<file path="config.mk">
export PLATFORM = sky130hd
export DESIGN_NAME = mns_core
export DESIGN_NICKNAME = d
export VERILOG_FILES = /design/src/rtl/mns_pkg.sv /design/src/rtl/mns_core.sv
export SDC_FILE = /design/constraint.sdc
export NUM_CORES = 1
export LEC_CHECK = 0
export ABC_CLOCK_PERIOD_IN_PS = 9500
export BUFFER_PORTS_ARGS = -buffer_cell sky130_fd_sc_hd__buf_2
export CAP_MARGIN = 10
export CORE_MARGIN = 1
export CORE_UTILIZATION = 59
export DETAILED_ROUTE_END_ITERATION = 6
export GPL_ROUTABILITY_DRIVEN = 0
export PLACE_DENSITY = 0.93
export REMOVE_ABC_BUFFERS = 1
export SLEW_MARGIN = 0
export SYNTH_ARGS = -nofsm -noshare
export SYNTH_HDL_FRONTEND = slang
export SYNTH_SLANG_ARGS = --single-unit
</file>
<file path="constraint.sdc">
create_clock -name i_clk -period 9.5 [get_ports i_clk]
set_clock_uncertainty 0.1 [all_clocks]
set_input_delay 1.9 -clock i_clk [delete_from_list [all_inputs] [get_ports i_clk]]
set_output_delay 1.9 -clock i_clk [all_outputs]
set_load 0.005 [all_outputs]
</file>
<file path="src/rtl/mns_pkg.sv">
// Shared types, widths and helpers for the melody note sequencer.
`default_nettype none

package mns_pkg;

    localparam int ADDR_W         = 10;
    localparam int FREQ_W         = 15;
    localparam int DUR_W          = 16;
    localparam int ELAPSED_W      = 17;
    localparam int NOTE_DEPTH_DEF = 1024;

    typedef enum logic [1:0] {
        KIND_TICK  = 2'd0,
        KIND_PLAY  = 2'd1,
        KIND_STOP  = 2'd2,
        KIND_WRITE = 2'd3
    } t_kind;

    typedef struct packed {
        logic [FREQ_W-1:0] freq;
        logic [DUR_W-1:0]  dur;
    } t_entry;

    // An entry with zero frequency and zero duration ends a melody.
    function automatic logic is_end(input t_entry e);
        return (e.freq == '0) && (e.dur == '0);
    endfunction

endpackage

`default_nettype wire

</file>
<file path="src/rtl/mns_core.sv">
// Play state and per-beat update logic of the melody note sequencer.
`default_nettype none

module mns_core #(
    parameter int  NOTE_DEPTH = mns_pkg::NOTE_DEPTH_DEF,
    localparam int AW         = $clog2(NOTE_DEPTH)
) (
    input  wire logic                         i_clk,
    input  wire logic                         i_rst_n,
    input  wire logic                         i_fire,
    input  wire mns_pkg::t_kind               i_kind,
    input  wire logic [AW-1:0]                i_addr,
    input  wire mns_pkg::t_entry              i_note,
    input  wire logic                         i_repeat_req,
    input  wire mns_pkg::t_entry              i_rd_next,
    input  wire mns_pkg::t_entry              i_rd_item,
    output logic [AW-1:0]                     o_next_addr,
    output logic                              o_wr_en,
    output logic [AW-1:0]                     o_wr_addr,
    output mns_pkg::t_entry                   o_wr_data,
    output logic [mns_pkg::FREQ_W-1:0]        o_tone_freq,
    output logic                              o_playing
);

    localparam int ELW = mns_pkg::ELAPSED_W;

    logic [AW-1:0]              r_cur,      n_cur;
    logic [AW-1:0]              r_start,    n_start;
    logic                       r_repeat,   n_repeat;
    logic                       r_active,   n_active;
    logic [ELW-1:0]             r_elapsed,  n_elapsed;
    logic [mns_pkg::FREQ_W-1:0] r_freq,     n_freq;
    logic [mns_pkg::DUR_W-1:0]  r_cur_dur,  n_cur_dur;
    mns_pkg::t_entry            r_start_ent, n_start_ent;

    always_comb begin
        logic            enter_go;
        logic [AW-1:0]   enter_addr;
        mns_pkg::t_entry enter_ent;
        logic [ELW-1:0]  el_inc;

        n_cur       = r_cur;
        n_start     = r_start;
        n_repeat    = r_repeat;
        n_active    = r_active;
        n_elapsed   = r_elapsed;
        n_freq      = r_freq;
        n_cur_dur   = r_cur_dur;
        n_start_ent = r_start_ent;
        enter_go    = 1'b0;
        enter_addr  = i_addr;
        enter_ent   = i_rd_item;
        el_inc      = (r_elapsed == '1) ? r_elapsed : ELW'(r_elapsed + 1'b1);
        o_wr_en     = 1'b0;

        if (i_fire) begin
            case (i_kind)
                mns_pkg::KIND_TICK: begin
                    if (r_active) begin
                        n_elapsed = el_inc;
                        if (el_inc > ELW'(r_cur_dur)) begin
                            enter_go   = 1'b1;
                            enter_addr = AW'(r_cur + 1'b1);
                            enter_ent  = i_rd_next;
                        end
                    end
                end
                mns_pkg::KIND_PLAY: begin
                    n_start     = i_addr;
                    n_start_ent = i_rd_item;
                    n_repeat    = i_repeat_req;
                    enter_go    = 1'b1;
                end
                mns_pkg::KIND_STOP: begin
                    n_active = 1'b0;
                    n_repeat = 1'b0;
                    n_freq   = '0;
                end
                default: begin
                    o_wr_en = 1'b1;
                    // keep cached copies of the current and start entries coherent
                    if (i_addr == r_cur) begin
                        n_cur_dur = i_note.dur;
                    end
                    if (i_addr == r_start) begin
                        n_start_ent = i_note;
                    end
                end
            endcase
        end

        if (enter_go) begin
            n_cur     = enter_addr;
            n_elapsed = '0;
            n_active  = 1'b1;
            n_freq    = enter_ent.freq;
            n_cur_dur = enter_ent.dur;
            if (mns_pkg::is_end(enter_ent)) begin
                // restart at the start entry while repeat is set, or drop out of play
                if (n_repeat && !mns_pkg::is_end(n_start_ent)) begin
                    n_cur     = n_start;
                    n_freq    = n_start_ent.freq;
                    n_cur_dur = n_start_ent.dur;
                end else begin
                    n_active = 1'b0;
                    n_freq   = '0;
                end
            end
        end
    end

    assign o_wr_addr   = i_addr;
    assign o_wr_data   = i_note;
    assign o_next_addr = AW'(n_cur + 1'b1);
    assign o_tone_freq = n_active ? n_freq : '0;
    assign o_playing   = n_active;

    always_ff @(posedge i_clk) begin
        if (!i_rst_n) begin
            r_cur       <= '0;
            r_start     <= '0;
            r_repeat    <= 1'b0;
            r_active    <= 1'b0;
            r_elapsed   <= '0;
            r_freq      <= '0;
            r_cur_dur   <= '0;
            r_start_ent <= '0;
        end else begin
            r_cur       <= n_cur;
            r_start     <= n_start;
            r_repeat    <= n_repeat;
            r_active    <= n_active;
            r_elapsed   <= n_elapsed;
            r_freq      <= n_freq;
            r_cur_dur   <= n_cur_dur;
            r_start_ent <= n_start_ent;
        end
    end

endmodule

`default_nettype wire

</file>
==> impl_results.md <==
* Status: finished, final reports clean
* Commonest cells post-synth: 196 x nor2_1, 101 x dfxtp_1, 77 x nand2_1
* CP startpoint kind: input pin
* Leakage power at 3.358 nW
* CTS Buffer Depth at 2
* Synth Area in Adders at 3.735%
* Worst EP required at 7.50 ns
* Area share of the largest cell type after synthesis at 27.44%
* Total power draw at 1.070 mW
* Syn avg cell area at 7.459 um2
* Slowest CP cell: a311oi_1
* Via count at 8412
* Post-Synth Simple-Gate Area at 28.73%
* Library cells used by synthesis at 70
* WL final at 24290 um
* Hold slack at 0.3530 ns
* Clock Sinks at 101
* Die Wd at 113.8 um
* Area growth syn-to-layout at 12.24%
* Initial DRC count at 1076
* Tcrit/Tclk final at 93.48%
* Fmax at 112.6 MHz
* Worst min-delay path class: reg2reg
* DP Area at 7938 um2
* Worst path cell trace: buf_2, ha_1, nand2_2, inv_1, nand2_1, nor4_1, a311o_1, nor4_1, and4bb_1, a311oi_1, mux2i_1, a211oi_1, nor4_1, and3_1, xor2_1, buf_2
* Final core occ at 68.30%
* Ys Warns at 0
* Fin. max-slew vios at 0
* Vias in the first global route at 7662
* NetSw at 0.3159 mW
* Worst Tran Pin Value at 1.256 ns
* RSZ-0062 raised after global routing: false
* Total Die Area at 12940 um2
* Final critical-path required period at 8.881 ns
* Synth Register Bits at 101
* Final non-filler cell area at 8272 um2
* XOR/XNOR Fraction of Synth Area at 7.606%
* M1 GR Usage at 48.02%
* Gr usage total at 37.32%
* WL/cell at 19.45 um
* Met2 usage at 58.33%
* Flop pwr share at 41.9%
* Async set or reset register ratio after synthesis at 0%
* Fill count at 1026
* IR Drop Worst-Case VDD at 0.00009743 V
* Die Ht at 113.8 um
* Residual DRC at 0
* Comb pwr share at 19.8%
* Most Used Layer, Global Route: met2
* Crit-path max FO at 19
* Rel. slew slack at 16.28%
* N_diodes at 0
* Core region area at 12110 um2
* Post-synthesis mux area share at 2.818%
* CTS Buf Count at 9
* Worst Setup End Kind: primary output
* Clock transition at path regs at 0.07 ns
* Max-cap viol count at 0
* Setup violations, final at 0
* # port buffers at 176
* Gate Count Post-Synth at 988
* Pint at 0.7540 mW
* Pre-antenna DRT Iters at 7
* Worst path buffer plus inverter count at 3
* Worst-Skew Late Latency at 0.36 ns
* Initial antenna violation count at 0
* Post-CTS Setup Bufs at 0
* M3 GR Usage at 7.279%
* CTS root buf: clkbuf_16
* Seq/Total Area, Yosys at 27.44%
* Initial core utilization at 60.85%
* Largest family of logic cells by synthesized area: simple AND/OR/NAND/NOR gates
* Crit path arrival time at 6.88 ns
* Post-DP HPWL at 17160 um
* NumNets Final at 1207
* Post-cts hold buffer count at 0
* Post-synth EDFFs at 0
* GRT overflow at 0
* Synth Area in Compound Gates at 19.85%
* Clock network power share at 38.3%
* Delay-heaviest family, CP: simple AND/OR/NAND/NOR gates
* Critical path class: in2out
* Mapped Area at 7370 um2
* Cell mode on critical path: nor4_1
* Dominant synthesized flop cell: dfxtp_1
* CTS H-tree depth at 3
* Detail-routed via count per cell at 6.735
* Rows at 40
* Ports at 177
* Layout cell share with drive strength beyond 1 at 21.55%
* Top cells by area, synth: dfxtp_1 27%, nor2_1 10%, xnor2_1 5.1%
* Sw Share at 29.52%
* Fin Setup TNS at 0 ns
* Largest area contributor in the netlist: dfxtp_1
* CTS tree: yes
* Pwr Density at 129.3 nW/um2
* Global-route wire length before repair at 37950 um
* Hold Fails Final Rpt at 0
* Cells resized by post-CTS repair at 0
* Max incr delay on CP at 0.79 ns
* Flop-to-flop setup slack at 2.86 ns
* Largest net degree at the start of global routing at 79
* Post-DRT Antenna Nets at 0
* Top-count cell post-synth: nor2_1
-- sequential cells by signal, summed over array words and instances, names as in the netlist --
register and flops:
r_start 10, r_cur 10, r_elapsed 17, r_repeat 1
r_active 1, r_freq 15, r_start_ent 31, r_cur_dur 16
-- metrics by stage --
stage / cells / setup slack, ns
after floorplan: 875 / 1.238
after global placement: 1232 / 1.135
after detailed placement: 1232 / 0.9384
after CTS: 1248 / 0.6983
after global routing: 1249 / 0.1861
final: 1249 / 0.6191
-- cells by family (layout without fill, tap and decap cells) --
kind of cell	count (synthesis)	after routing
compound gates	199	199
xor+xnor	64	64
fa+ha+maj	22	22
buf+inv	139	232
flops	101	101
mux	20	20
simple gates	443	443
-- worst min-delay path: stages (launching register included) --
cell	delay [ns]
dfxtp_1	0.31
nand2_1	0.05
a21oi_1	0.05
-- power by group through the flow --
stage | clock network [mW] | logic, mW | registers, mW
3_5_place_dp | 0 | 0.201 | 0.457
2_1_floorplan | 0 | 0.110 | 0.454
5_1_grt | 0.428 | 0.225 | 0.449
3_3_place_gp | 0 | 0.196 | 0.456
4_1_cts | 0.406 | 0.203 | 0.447
6_report | 0.410 | 0.212 | 0.448
-- final cells by class --
| cell class | count | area [um2] | share of cell area, % |
|---|---|---|---|
| sequential | 101 | 2022 | 24.44 |
| clock buffer | 11 | 242.7 | 2.935 |
| tap | 168 | 210.2 | 2.541 |
| timing repair buffer | 190 | 985.9 | 11.92 |
| clock inverter | 5 | 83.83 | 1.013 |
| multi-input combinational | 748 | 4629 | 55.97 |
| inverter | 26 | 97.59 | 1.180 |
-- cell usage in the layout, fill, tap and decap left out, types with 9 or more instances in the layout --
cell	synthesis	final
nand2_1	77	77
and2_1	9	9
dfxtp_1	101	101
o21ai_0	19	18
buf_2	18	176
a21oi_1	36	36
nor2_1	196	195
a221o_1	12	12
o22ai_1	27	27
xnor2_1	43	43
ha_1	22	22
buf_4	42	14
xor2_1	21	21
or3_1	9	9
nand3_1	35	35
nor3_1	20	20
nor4_1	29	29
inv_1	24	24
a211o_1	9	9
clkbuf_16	0	9
nand4_1	30	30
a22oi_1	22	22
mux2i_1	16	16
-- path summary, 6_finish.rpt --
path | start | endpoint | depth (start not counted)
setup / recovery | i_kind[0] | o_next_addr[9] | 16
hold / removal | r_cur_dur[2] | r_cur_dur[2] | 2
setup reg to reg | r_elapsed[0] | r_cur_dur[11] | 22
hold reg to reg | r_cur_dur[2] | r_cur_dur[2] | 2
-- metal layers --
| metal | share of wire (%) | wire length (um) |
|---|---|---|
| met5 | 0 | 0 |
| met4 | 5.9 | 1427 |
| met3 | 14 | 3370 |
| met2 | 43 | 10480 |
| met1 | 37 | 9013 |
(Power assumes the default switching activity.)
